==> src/rational_arith_reduce_defines.svh <==
// Assertion macros for the rational arithmetic block.
`ifndef RATIONAL_ARITH_REDUCE_DEFINES_SVH
`define RATIONAL_ARITH_REDUCE_DEFINES_SVH

// Check cons in the same cycle as ante.
`define RAR_ASSERT_IMPL(lbl, ante, cons, msg) \
	lbl: assert property (@(posedge clk) disable iff (!arst_n) (ante) |-> (cons)) \
		else $error(msg);

// Check cons in the cycle after ante.
`define RAR_ASSERT_NEXT(lbl, ante, cons, msg) \
	lbl: assert property (@(posedge clk) disable iff (!arst_n) (ante) |=> (cons)) \
		else $error(msg);

`endif

==> src/rar_pkg.sv <==
// Shared types and constants for the rational arithmetic block.
package rar_pkg;

	localparam int WORD_BITS_DEF = 32;
	localparam int FIELD_W       = 32;
	localparam int ACTION_W      = 3;
	localparam int ORDER_W       = 2;
	localparam int S_TDATA_W     = 4 * FIELD_W;
	localparam int M_TDATA_W     = 72;

	localparam logic [ORDER_W-1:0] ORD_LESS    = 2'b11;
	localparam logic [ORDER_W-1:0] ORD_EQUAL   = 2'b00;
	localparam logic [ORDER_W-1:0] ORD_GREATER = 2'b01;

	typedef enum logic [ACTION_W-1:0] {
		ACT_ADD    = 3'd0,
		ACT_SUB    = 3'd1,
		ACT_MUL    = 3'd2,
		ACT_DIV    = 3'd3,
		ACT_CMP    = 3'd4,
		ACT_REDUCE = 3'd5
	} action_t;

	typedef enum logic [2:0] {
		ST_IDLE,
		ST_MUL,
		ST_COMB,
		ST_GCD,
		ST_DIV,
		ST_FIX,
		ST_DONE
	} state_t;

endpackage

==> src/rational_arith_reduce.sv <==
// Rational add, subtract, multiply, divide, compare and reduce on a shared sequencer.
//
//   port group   dir  payload
//   s_t*         in   tuser: action; tdata: a_num, a_den, b_num, b_den
//   m_t*         out  tdata: res_num, res_den, order, zero pad
//
// Products: one signed multiplier, two products (three for add and subtract). GCD:
// binary subtract-and-shift loop. Division by the GCD: one restoring divider,
// numerator first, then denominator. Reset clears the sequencer and the output
// valid; no clearing pass.
// A new request is taken while the last result still waits on m_tready.
`include "rational_arith_reduce_defines.svh"

module rational_arith_reduce #(
	parameter int WORD_BITS = rar_pkg::WORD_BITS_DEF
) (
	input  logic                             clk,
	input  logic                             arst_n,
	input  logic                             s_tvalid,
	output logic                             s_tready,
	input  logic [rar_pkg::S_TDATA_W-1:0]    s_tdata,  // a_num, a_den, b_num, b_den
	input  logic [rar_pkg::ACTION_W-1:0]     s_tuser,  // action
	output logic                             m_tvalid,
	input  logic                             m_tready,
	output logic [rar_pkg::M_TDATA_W-1:0]    m_tdata   // res_num, res_den, order, zero pad
);

	localparam int W     = WORD_BITS;
	localparam int FW    = rar_pkg::FIELD_W;
	localparam int OW    = rar_pkg::ORDER_W;
	localparam int CNT_W = $clog2(W);
	localparam int PAD_W = rar_pkg::M_TDATA_W - 2 * FW - OW;
	localparam logic [CNT_W-1:0] CNT_LAST = CNT_W'(W - 1);

	function automatic logic [W-1:0] mag(input logic [W-1:0] x);
		mag = x[W-1] ? ({W{1'b0}} - x) : x;
	endfunction

	rar_pkg::state_t state_q, state_d;

	logic [rar_pkg::ACTION_W-1:0] act_q;
	logic signed [W-1:0]   an_q, ad_q, bn_q, bd_q;
	logic [1:0]            idx_q;
	logic signed [2*W-1:0] p0_q, p1_q, p2_q;
	logic signed [W-1:0]   num_q, den_q;
	logic [W-1:0]          u_q, v_q, g_q, dq_q, r_q, qn_q;
	logic [CNT_W-1:0]      k_q, cnt_q;
	logic                  sel_q;
	logic signed [W-1:0]   rn_q, rd_q;
	logic [OW-1:0]         ro_q;
	logic                  m_tvalid_q;
	logic signed [FW-1:0]  out_num_q, out_den_q;
	logic [OW-1:0]         out_ord_q;

	logic                  accept, out_free, out_load;
	logic [1:0]            last_mul;
	logic signed [W-1:0]   opa, opb;
	logic signed [2*W-1:0] prod;
	logic signed [W-1:0]   comb_num, comb_den;
	logic signed [W-1:0]   dir_num, dir_den;
	logic [OW-1:0]         dir_ord, cmp_ord;
	logic                  is_mul, skip_div, go_gcd;
	logic                  u_even, v_even;
	logic [W-1:0]          u_sub, v_sub;
	logic [W:0]            rs, dsub;
	logic                  dfit;
	logic [W-1:0]          dq_next;
	logic [W-1:0]          fn, fd;

	assign accept   = s_tvalid && s_tready;
	assign out_free = !m_tvalid_q || m_tready;
	assign out_load = (state_q == rar_pkg::ST_DONE) && out_free;
	assign s_tready = (state_q == rar_pkg::ST_IDLE);
	assign m_tvalid = m_tvalid_q;
	assign m_tdata  = {{PAD_W{1'b0}}, out_ord_q, out_den_q, out_num_q};

	// Shared multiplier operands.
	assign is_mul   = (act_q == rar_pkg::ACT_MUL);
	assign last_mul = (act_q == rar_pkg::ACT_ADD || act_q == rar_pkg::ACT_SUB) ? 2'd2 : 2'd1;

	always_comb begin
		case (idx_q)
			2'd0: begin
				opa = an_q;
				opb = is_mul ? bn_q : bd_q;
			end
			2'd1: begin
				opa = is_mul ? ad_q : bn_q;
				opb = is_mul ? bd_q : ad_q;
			end
			default: begin
				opa = ad_q;
				opb = bd_q;
			end
		endcase
	end

	assign prod = opa * opb;

	// Combine products into the unreduced fraction.
	always_comb begin
		case (act_q)
			rar_pkg::ACT_ADD: begin
				comb_num = p0_q[W-1:0] + p1_q[W-1:0];
				comb_den = p2_q[W-1:0];
			end
			rar_pkg::ACT_SUB: begin
				comb_num = p0_q[W-1:0] - p1_q[W-1:0];
				comb_den = p2_q[W-1:0];
			end
			rar_pkg::ACT_MUL, rar_pkg::ACT_DIV: begin
				comb_num = p0_q[W-1:0];
				comb_den = p1_q[W-1:0];
			end
			default: begin
				comb_num = an_q;
				comb_den = ad_q;
			end
		endcase
	end

	assign cmp_ord  = (p0_q < p1_q) ? rar_pkg::ORD_LESS :
			  (p0_q > p1_q) ? rar_pkg::ORD_GREATER : rar_pkg::ORD_EQUAL;
	assign skip_div = (act_q == rar_pkg::ACT_DIV) && (bn_q == '0);

	always_comb begin
		dir_num = '0;
		dir_den = '0;
		dir_ord = rar_pkg::ORD_EQUAL;
		go_gcd  = 1'b0;
		case (act_q)
			rar_pkg::ACT_CMP: begin
				dir_ord = cmp_ord;
			end
			rar_pkg::ACT_ADD, rar_pkg::ACT_SUB, rar_pkg::ACT_MUL,
			rar_pkg::ACT_DIV, rar_pkg::ACT_REDUCE: begin
				if (skip_div) begin
					dir_num = an_q;
					dir_den = ad_q;
				end else begin
					dir_num = comb_num;
					dir_den = comb_den;
					go_gcd  = (comb_num != '0) && (comb_den != '0);
				end
			end
			default: begin
				dir_num = '0;
			end
		endcase
	end

	// Binary GCD step.
	assign u_even = !u_q[0];
	assign v_even = !v_q[0];
	assign u_sub  = u_q - v_q;
	assign v_sub  = v_q - u_q;

	// Restoring divider step.
	assign rs      = {r_q, dq_q[W-1]};
	assign dsub    = rs - {1'b0, g_q};
	assign dfit    = !dsub[W];
	assign dq_next = {dq_q[W-2:0], dfit};

	// Restore signs, then make the denominator positive.
	assign fn = num_q[W-1] ? ({W{1'b0}} - qn_q) : qn_q;
	assign fd = den_q[W-1] ? ({W{1'b0}} - dq_q) : dq_q;

	always_comb begin
		state_d = state_q;
		case (state_q)
			rar_pkg::ST_IDLE: begin
				if (s_tvalid) begin
					if (s_tuser inside {[rar_pkg::ACT_ADD:rar_pkg::ACT_CMP]})
						state_d = rar_pkg::ST_MUL;
					else
						state_d = rar_pkg::ST_COMB;
				end
			end
			rar_pkg::ST_MUL: begin
				if (idx_q == last_mul)
					state_d = rar_pkg::ST_COMB;
			end
			rar_pkg::ST_COMB: begin
				state_d = go_gcd ? rar_pkg::ST_GCD : rar_pkg::ST_DONE;
			end
			rar_pkg::ST_GCD: begin
				if (u_q == '0)
					state_d = rar_pkg::ST_DIV;
			end
			rar_pkg::ST_DIV: begin
				if (cnt_q == CNT_LAST && sel_q)
					state_d = rar_pkg::ST_FIX;
			end
			rar_pkg::ST_FIX: begin
				state_d = rar_pkg::ST_DONE;
			end
			rar_pkg::ST_DONE: begin
				if (out_free)
					state_d = rar_pkg::ST_IDLE;
			end
			default: begin
				state_d = rar_pkg::ST_IDLE;
			end
		endcase
	end

	always_ff @(posedge clk or negedge arst_n) begin
		if (!arst_n) begin
			state_q    <= rar_pkg::ST_IDLE;
			m_tvalid_q <= 1'b0;
			idx_q      <= '0;
			k_q        <= '0;
			cnt_q      <= '0;
			sel_q      <= 1'b0;
		end else begin
			state_q <= state_d;
			if (out_load)
				m_tvalid_q <= 1'b1;
			else if (m_tready)
				m_tvalid_q <= 1'b0;
			case (state_q)
				rar_pkg::ST_IDLE: idx_q <= '0;
				rar_pkg::ST_MUL:  idx_q <= idx_q + 2'd1;
				rar_pkg::ST_COMB: k_q <= '0;
				rar_pkg::ST_GCD: begin
					if (u_q == '0) begin
						cnt_q <= '0;
						sel_q <= 1'b0;
					end else if (u_even && v_even) begin
						k_q <= k_q + 1'b1;
					end
				end
				rar_pkg::ST_DIV: begin
					if (cnt_q == CNT_LAST) begin
						cnt_q <= '0;
						sel_q <= !sel_q;
					end else begin
						cnt_q <= cnt_q + 1'b1;
					end
				end
				default: begin
					k_q <= k_q;
				end
			endcase
		end
	end

	always_ff @(posedge clk) begin
		case (state_q)
			rar_pkg::ST_IDLE: begin
				if (accept) begin
					act_q <= s_tuser;
					an_q  <= s_tdata[0*FW +: W];
					ad_q  <= s_tdata[1*FW +: W];
					bn_q  <= s_tdata[2*FW +: W];
					bd_q  <= s_tdata[3*FW +: W];
				end
			end
			rar_pkg::ST_MUL: begin
				case (idx_q)
					2'd0:    p0_q <= prod;
					2'd1:    p1_q <= prod;
					default: p2_q <= prod;
				endcase
			end
			rar_pkg::ST_COMB: begin
				rn_q  <= dir_num;
				rd_q  <= dir_den;
				ro_q  <= dir_ord;
				num_q <= comb_num;
				den_q <= comb_den;
				u_q   <= mag(comb_num);
				v_q   <= mag(comb_den);
			end
			rar_pkg::ST_GCD: begin
				if (u_q == '0) begin
					g_q  <= v_q << k_q;
					dq_q <= mag(num_q);
					r_q  <= '0;
				end else if (u_even && v_even) begin
					u_q <= u_q >> 1;
					v_q <= v_q >> 1;
				end else if (u_even) begin
					u_q <= u_q >> 1;
				end else if (v_even) begin
					v_q <= v_q >> 1;
				end else if (u_q >= v_q) begin
					u_q <= u_sub >> 1;
				end else begin
					v_q <= v_sub >> 1;
				end
			end
			rar_pkg::ST_DIV: begin
				if (cnt_q == CNT_LAST && !sel_q) begin
					qn_q <= dq_next;
					dq_q <= mag(den_q);
					r_q  <= '0;
				end else begin
					dq_q <= dq_next;
					r_q  <= dfit ? dsub[W-1:0] : rs[W-1:0];
				end
			end
			rar_pkg::ST_FIX: begin
				ro_q <= rar_pkg::ORD_EQUAL;
				if (fd[W-1]) begin
					rn_q <= {W{1'b0}} - fn;
					rd_q <= {W{1'b0}} - fd;
				end else begin
					rn_q <= fn;
					rd_q <= fd;
				end
			end
			rar_pkg::ST_DONE: begin
				if (out_load) begin
					out_num_q <= FW'(rn_q);
					out_den_q <= FW'(rd_q);
					out_ord_q <= ro_q;
				end
			end
			default: begin
				r_q <= r_q;
			end
		endcase
	end

	`RAR_ASSERT_NEXT(a_busy_after_req, s_tvalid && s_tready, !s_tready, "ready after request")
	`RAR_ASSERT_IMPL(a_gcd_v_nonzero, state_q == rar_pkg::ST_GCD, v_q != '0, "GCD operand zero")
	`RAR_ASSERT_IMPL(a_div_rem_below, state_q == rar_pkg::ST_DIV, (g_q != '0) && (r_q < g_q), "remainder not below divisor")

endmodule

==> config.mk <==
export PLATFORM = sky130hd
export DESIGN_NAME = rational_arith_reduce
export DESIGN_NICKNAME = d
export VERILOG_FILES = /design/src/rar_pkg.sv /design/src/rational_arith_reduce.sv
export VERILOG_INCLUDE_DIRS = /design/src /design/src/src
export SDC_FILE = /design/constraint.sdc
export NUM_CORES = 2
export LEC_CHECK = 0
export BUFFER_PORTS_ARGS = -buffer_cell sky130_fd_sc_hd__buf_4
export CORE_UTILIZATION = 40
export DETAILED_ROUTE_END_ITERATION = 7
export GPL_TIMING_DRIVEN = 0
export HOLD_SLACK_MARGIN = 0.02
export PLACE_DENSITY = 0.64
export SLEW_MARGIN = 20
export SYNTH_ARGS = -nofsm -noshare
export SYNTH_HDL_FRONTEND = slang
export SYNTH_SLANG_ARGS = --single-unit
export TNS_END_PERCENT = 50
==> constraint.sdc <==
create_clock -name clk -period 27.6 [get_ports clk]
set_input_delay 1.38 -clock clk [delete_from_list [all_inputs] [get_ports clk]]
set_output_delay 1.38 -clock clk [all_outputs]
set_load 0.02 [all_outputs]
Yosys cells after proc, flatten, opt, wreduce, memory -nomap -nowiden --
Cells that the tools add are included.
Word-level totals: bits in registers 696, input bits 135, output and inout port bits 74, logic and storage cells 193
Cells by class: add/subtract/negate cells 16, $mul 1, order comparisons 5, equality and inequality tests 26, shifts and indexed selects 1, multiplexer cells 67, bitwise gates (word level) 1, reductions and logical operators 46
Operators by type and width (number):
- $mux 32 | 30
- $pmux 32 s2 | 9
- $sub 1x32->32 const A | 8
- $pmux 32 s3 | 1
- $sub 32x32->32 | 3
- $gt 64x64->1 | 1
- $logic_not 32->1 | 2
- $lt 64x64->1 | 1
- $mul 32x32->64 | 1
- $reduce_bool 32->1 | 2
- $sub 33x32->33 | 1
- $add 32x32->32 | 1
- $ge 32x32->1 | 1
- $shl 32x5->32 | 1
- $pmux 3 s7 | 1
- $mux 5 | 4
- $pmux 5 s2 | 2
- $mux 3 | 6
- $reduce_and 2->1 | 9
- $ne 2x2->1 const B | 8
- $eq 3x3->1 const B | 5
- $eq 3x2->1 const B | 4
- $ne 4x4->1 const B | 3
- $add 5x1->5 const B | 2
- other kinds (24) | 57

Longest topological paths before layout --
word-level depth 9, mapped depth 41, mapped depth without buffers 34

Worst setup path after synthesis --
No wires, ideal clock.
path type register -> register, start register act_q[1] in the netlist's numbering, end register p0_q[63] (data pin), setup time 266 ps, arrival 9527 ps, required time 27334 ps, slack 17807 ps, cell stages (with the launch flop) 39, path buffers 8, clock period less this slack 9793 ps, path through edfxtp_1 -> buf_2 -> nor2b_1 -> clkbuf_1 -> nand2_1 -> and2_1 -> clkbuf_1 -> mux2i_1 -> clkbuf_1 -> buf_2 -> buf_2 -> nand2_1 -> nand2_1 -> clkbuf_1 -> nand2_1 -> fa_1 -> fa_1 -> inv_1 -> [3 not listed] -> inv_1 -> fa_1 -> fa_1 -> fa_1 -> fa_1 -> ha_1 -> clkbuf_1 -> and3_1 -> and4_1 -> a21oi_1 -> nand3_1 -> o31ai_1 -> o211ai_1 -> a21oi_1 -> o211ai_1 -> a31oi_1 -> o21ai_0 -> xnor2_1
On the way: word-level cells in the longest chain between the ends 4, elaborated cells between the ends (all ways) 7, classes of those cells mul (1); eq/ne (1); mux (5)
RTL lines:
- start, declared | RTL line rational_arith_reduce.sv:41 | logic [rar_pkg::ACTION_W-1:0] act_q;
- start signal, assigned | RTL line rational_arith_reduce.sv:252 | act_q <= s_tuser;
- $eq 3x2->1 * | RTL line rational_arith_reduce.sv:78 | assign is_mul = (act_q == rar_pkg::ACT_MUL);
- $mux 32 (on tied branches) | RTL line rational_arith_reduce.sv:88, rational_arith_reduce.sv:85, rational_arith_reduce.sv:89
- $pmux 32 s2 | RTL line rational_arith_reduce.sv:82 | case (idx_q)
- $mul 32x32->64 * | RTL line rational_arith_reduce.sv:98 | assign prod = opa * opb;
- net prod[63] | RTL line rational_arith_reduce.sv:58 | logic signed [2*W-1:0] prod;
- end signal, assigned | RTL line rational_arith_reduce.sv:261 | 2'd0: p0_q <= prod;
- end, declared | RTL line rational_arith_reduce.sv:44 | logic signed [2*W-1:0] p0_q, p1_q, p2_q;
The timed path passes the listed nets; every way through them passes the cells marked *. A chain may end at the register's enable or synchronous reset.

Worst setup path after layout --
start register act_q[2] in the netlist's numbering, end register p1_q[63] (data pin)
On the way: word-level cells in the longest chain between the ends 4, elaborated cells between the ends (all ways) 7, classes of those cells mul (1); eq/ne (1); mux (5)
RTL lines:
- $eq 3x2->1 * | RTL line rational_arith_reduce.sv:78
- $mux 32 (on tied branches) | RTL line rational_arith_reduce.sv:88, rational_arith_reduce.sv:85, rational_arith_reduce.sv:89
- $pmux 32 s2 | RTL line rational_arith_reduce.sv:82
- $mul 32x32->64 * | RTL line rational_arith_reduce.sv:98
- net prod[63] | RTL line rational_arith_reduce.sv:58
- end signal, assigned | RTL line rational_arith_reduce.sv:262 | 2'd1: p1_q <= prod;
- end, declared | RTL line rational_arith_reduce.sv:44
Marked as above.

==> impl_metrics.json <==
{
  "status": "complete, no violations",
  "grt_pass1_wl_um": 482000,
  "drt_iter0_drc": 7314,
  "clkSlewWorstSetupHoldPaths_ns": 0.06,
  "synth_common_cells": "1198 x inv_1, 1086 x fa_1, 911 x nand2_1",
  "row_count": 162,
  "drv_cap": 0,
  "htree_levels": 3,
  "rsz0062_at_grt": "no",
  "yosysMostFrequentCell": "inv_1",
  "mappedNetlistArea_um2": 78900,
  "cts_setup_buffers": 0,
  "core-area_um2": 195000,
  "synth_top_family_by_area": "adder cells",
  "grt_pass1_vias": 66236,
  "wl_per_cell_um": 30.7,
  "synthAdderAreaFrac_pct": 33.7,
  "synthMuxAreaShare_pct": 2.17,
  "finalCriticalPeriod_ns": 14.82,
  "crit_path_max_incr_delay_ns": 0.99,
  "grt_max_degree": 61,
  "min-delay-start": "rd_q[8]",
  "clk-insertion-delay-late_ns": 0.76,
  "ff2ff_setup_slack_ns": 12.78,
  "synth_compound_area_share_pct": 12.1,
  "ys_warn_count": 0,
  "cts_tree": "yes",
  "worstReg2RegStart": "act_q[2]",
  "hpwl_um": 285000,
  "grt_util_all_layers_pct": 34.4,
  "synth_area_per_cell_um2": 9.65,
  "synth-seq-area-share_pct": 26.4,
  "worst_path_most_repeated_cell": "fa_1",
  "crit_slowest_cell": "clkbuf_1",
  "min_path_type": "flip-flop to flip-flop",
  "start_kind": "flip-flop",
  "cts-resized-gates": 0,
  "die-height_um": 446,
  "clock_path_buffers": 3,
  "cts_hold_repair.buffers": 0,
  "synth_xor_area_share_pct": 4.71,
  "via_per_inst": 5.88,
  "numPortBuffers": 202,
  "crit_start": "act_q[2]",
  "tns_ns": 0,
  "grt_antenna_before_repair": 17,
  "async_reset_ff_share_pct": 2.44,
  "synth_top_area_share_pct": 27.6,
  "relSlewSlack_pct": 10.8,
  "fin_nets": 10150,
  "cp-end-kind": "flip-flop",
  "ant_nets": 0,
  "path_class": "flip-flop to flip-flop",
  "vias": 66026,
  "drv_slew": 0,
  "synth_edf_count": 679,
  "drive_gt1_share_pct": 6.71,
  "finClkSkew_ns": 0.0612,
  "gp_congestion": 1.07,
  "drc": 0,
  "synth_top_area_cell": "fa_1",
  "dieArea_um2": 199000,
  "worst_pin_slew_ns": 1.34,
  "fin_crit_sh_pct": 53.7,
  "yosys.area_share.simple_pct": 13.0,
  "setup_violations": 0,
  "start_util_pct": 40.4,
  "yosysUniqueCellTypes": 96,
  "ios": 209,
  "crit_arrival_ns": 15.25,
  "overflow": 0,
  "drt-total-wl_um": 345000,
  "cts.sinks": 696,
  "syn2layout_area_growth_pct": 11.4,
  "synth_ff_type": "edfxtp_1",
  "ys_ff_latch": 696,
  "drtPass1Iterations": 8,
  "finalHoldViolCount": 0,
  "numCtsBuffers": 81,
  "cts-root-buf": "clkbuf_16",
  "synthesis.instances": 8178,
  "die_w_um": 446,
  "netlist_top_cells_area": "fa_1 28%, edfxtp_1 26%, ha_1 6.1%",
  "crit_path_max_fanout": 10,
  "worstPathRequired_ns": 28.03,
  "max_freq_ghz": 0.0675
}
==> worst max-delay path, delay by kind of cell, from the launching register on <==
family | cells | cell delay [ns]
multiplexers | 1 | 0.40
adder cells (fa/ha/maj) | 9 | 4.64
flip-flops | 1 | 0.64
buffers and inverters | 8 | 3.89
XOR/XNOR | 1 | 0.15
AND/OR/NAND/NOR | 9 | 2.39
AO/OA/AOI/OAI | 7 | 2.34
==> stage by stage <==
step           cell area, um2  cells  utilization (%)  worst slack (ns)  hold WS (ns)
5_1_grt                 87800  11229             45.0             12.47         0.383
4_1_cts                 87800  11228             44.9             13.13         0.371
3_5_place_dp            85000  11082             43.5             13.24         0.405
6_report                87900  11233             45.0             12.78         0.381
3_3_place_gp            83700  11009             42.8             12.69         0.402
2_1_floorplan           78900   8183                -             17.81         0.400
==> area by class of cell <==
| cell class | count | area [um2] |
|---|---|---|
| flip-flops and latches | 696 | 20800 |
| fillers | 18897 | 108000 |
| multi-input cells | 5839 | 52300 |
| repair buffers | 276 | 2390 |
| plain buffers | 446 | 1770 |
| inverters | 1202 | 4510 |
| well taps | 2624 | 3280 |
| clock inverters | 60 | 769 |
| diodes | 4 | 10.0 |
| clock buffers | 86 | 2050 |
==> placed cells by master (no fill, tap or decap), types with 20 or more instances in the layout <==
cell type and count:
and2_1 39, a22oi_1 38, o21ai_1 39, a21boi_0 41, buf_2 32, o22ai_1 90
mux2i_1 133, fa_1 1085, clkinv_2 20, nor2b_1 41, a221oi_1 45, o31ai_1 62
clkbuf_16 81, nor2_1 829, o21ai_0 265, a21o_1 127, nor3_1 69, clkbuf_1 384
nand2_1 911, inv_1 1197, o21a_1 36, o211ai_1 28, edfxtp_1 679, a21oi_1 341
nor4_1 44, buf_1 28, o21bai_1 28, or4_1 24, a221o_1 36, buf_4 234
xor2_1 191, ha_1 387, or3_1 53, and3_1 31, nand3_1 92, xnor2_1 233
nand4_1 52, a211oi_1 79, nand2b_1 67, a31oi_1 37
==> layer usage <==
| layer | global-route usage (%) | vias up | share of wire [%] |
|---|---|---|---|
| met2 | 54.1 | 3808 | 45 |
| met3 | 7.52 | 1114 | 9.2 |
| met5 | 0 | - | 0.019 |
| met1 | 40.3 | 33208 | 36 |
| met4 | 28.2 | 10 | 10 |
| li1 | - | 27886 | - |
==> kinds of logic (layout without fill, tap and decap cells) <==
group           Yosys count  count (layout)
buf+inv                1648            2070
xor+xnor                424             424
fa+ha+maj              1473            1473
flops                   696             696
compound gates         1451            1451
mux                     154             154
simple gates           2331            2331
other cells               1              10
==> final timing paths <==
check | cells past startpoint | endpoint
max | 35 | p1_q[63]
min | 0 | out_den_q[8]
max in group asynchronous | 1 | k_q[0]
max reg2reg | 35 | p1_q[63]
min in group asynchronous | 1 | cnt_q[4]
min reg2reg | 0 | out_den_q[8]
==> sequential cells by signal (all words and copies together) (netlist names), 3 cells and up <==
name,count
an_q,32
den_q,32
k_q,5
num_q,32
bn_q,32
state_q,3
cnt_q,5
p0_q,64
u_q,32
p2_q,32
qn_q,32
dq_q,32
v_q,32
p1_q,64
ad_q,32
g_q,32
bd_q,32
rd_q,32
act_q,3
out_num_q,32
rn_q,32
out_den_q,32
r_q,32
Power is not shown: default switching activity piles up to over one toggle a cycle in this logic, so the estimate is an artifact.
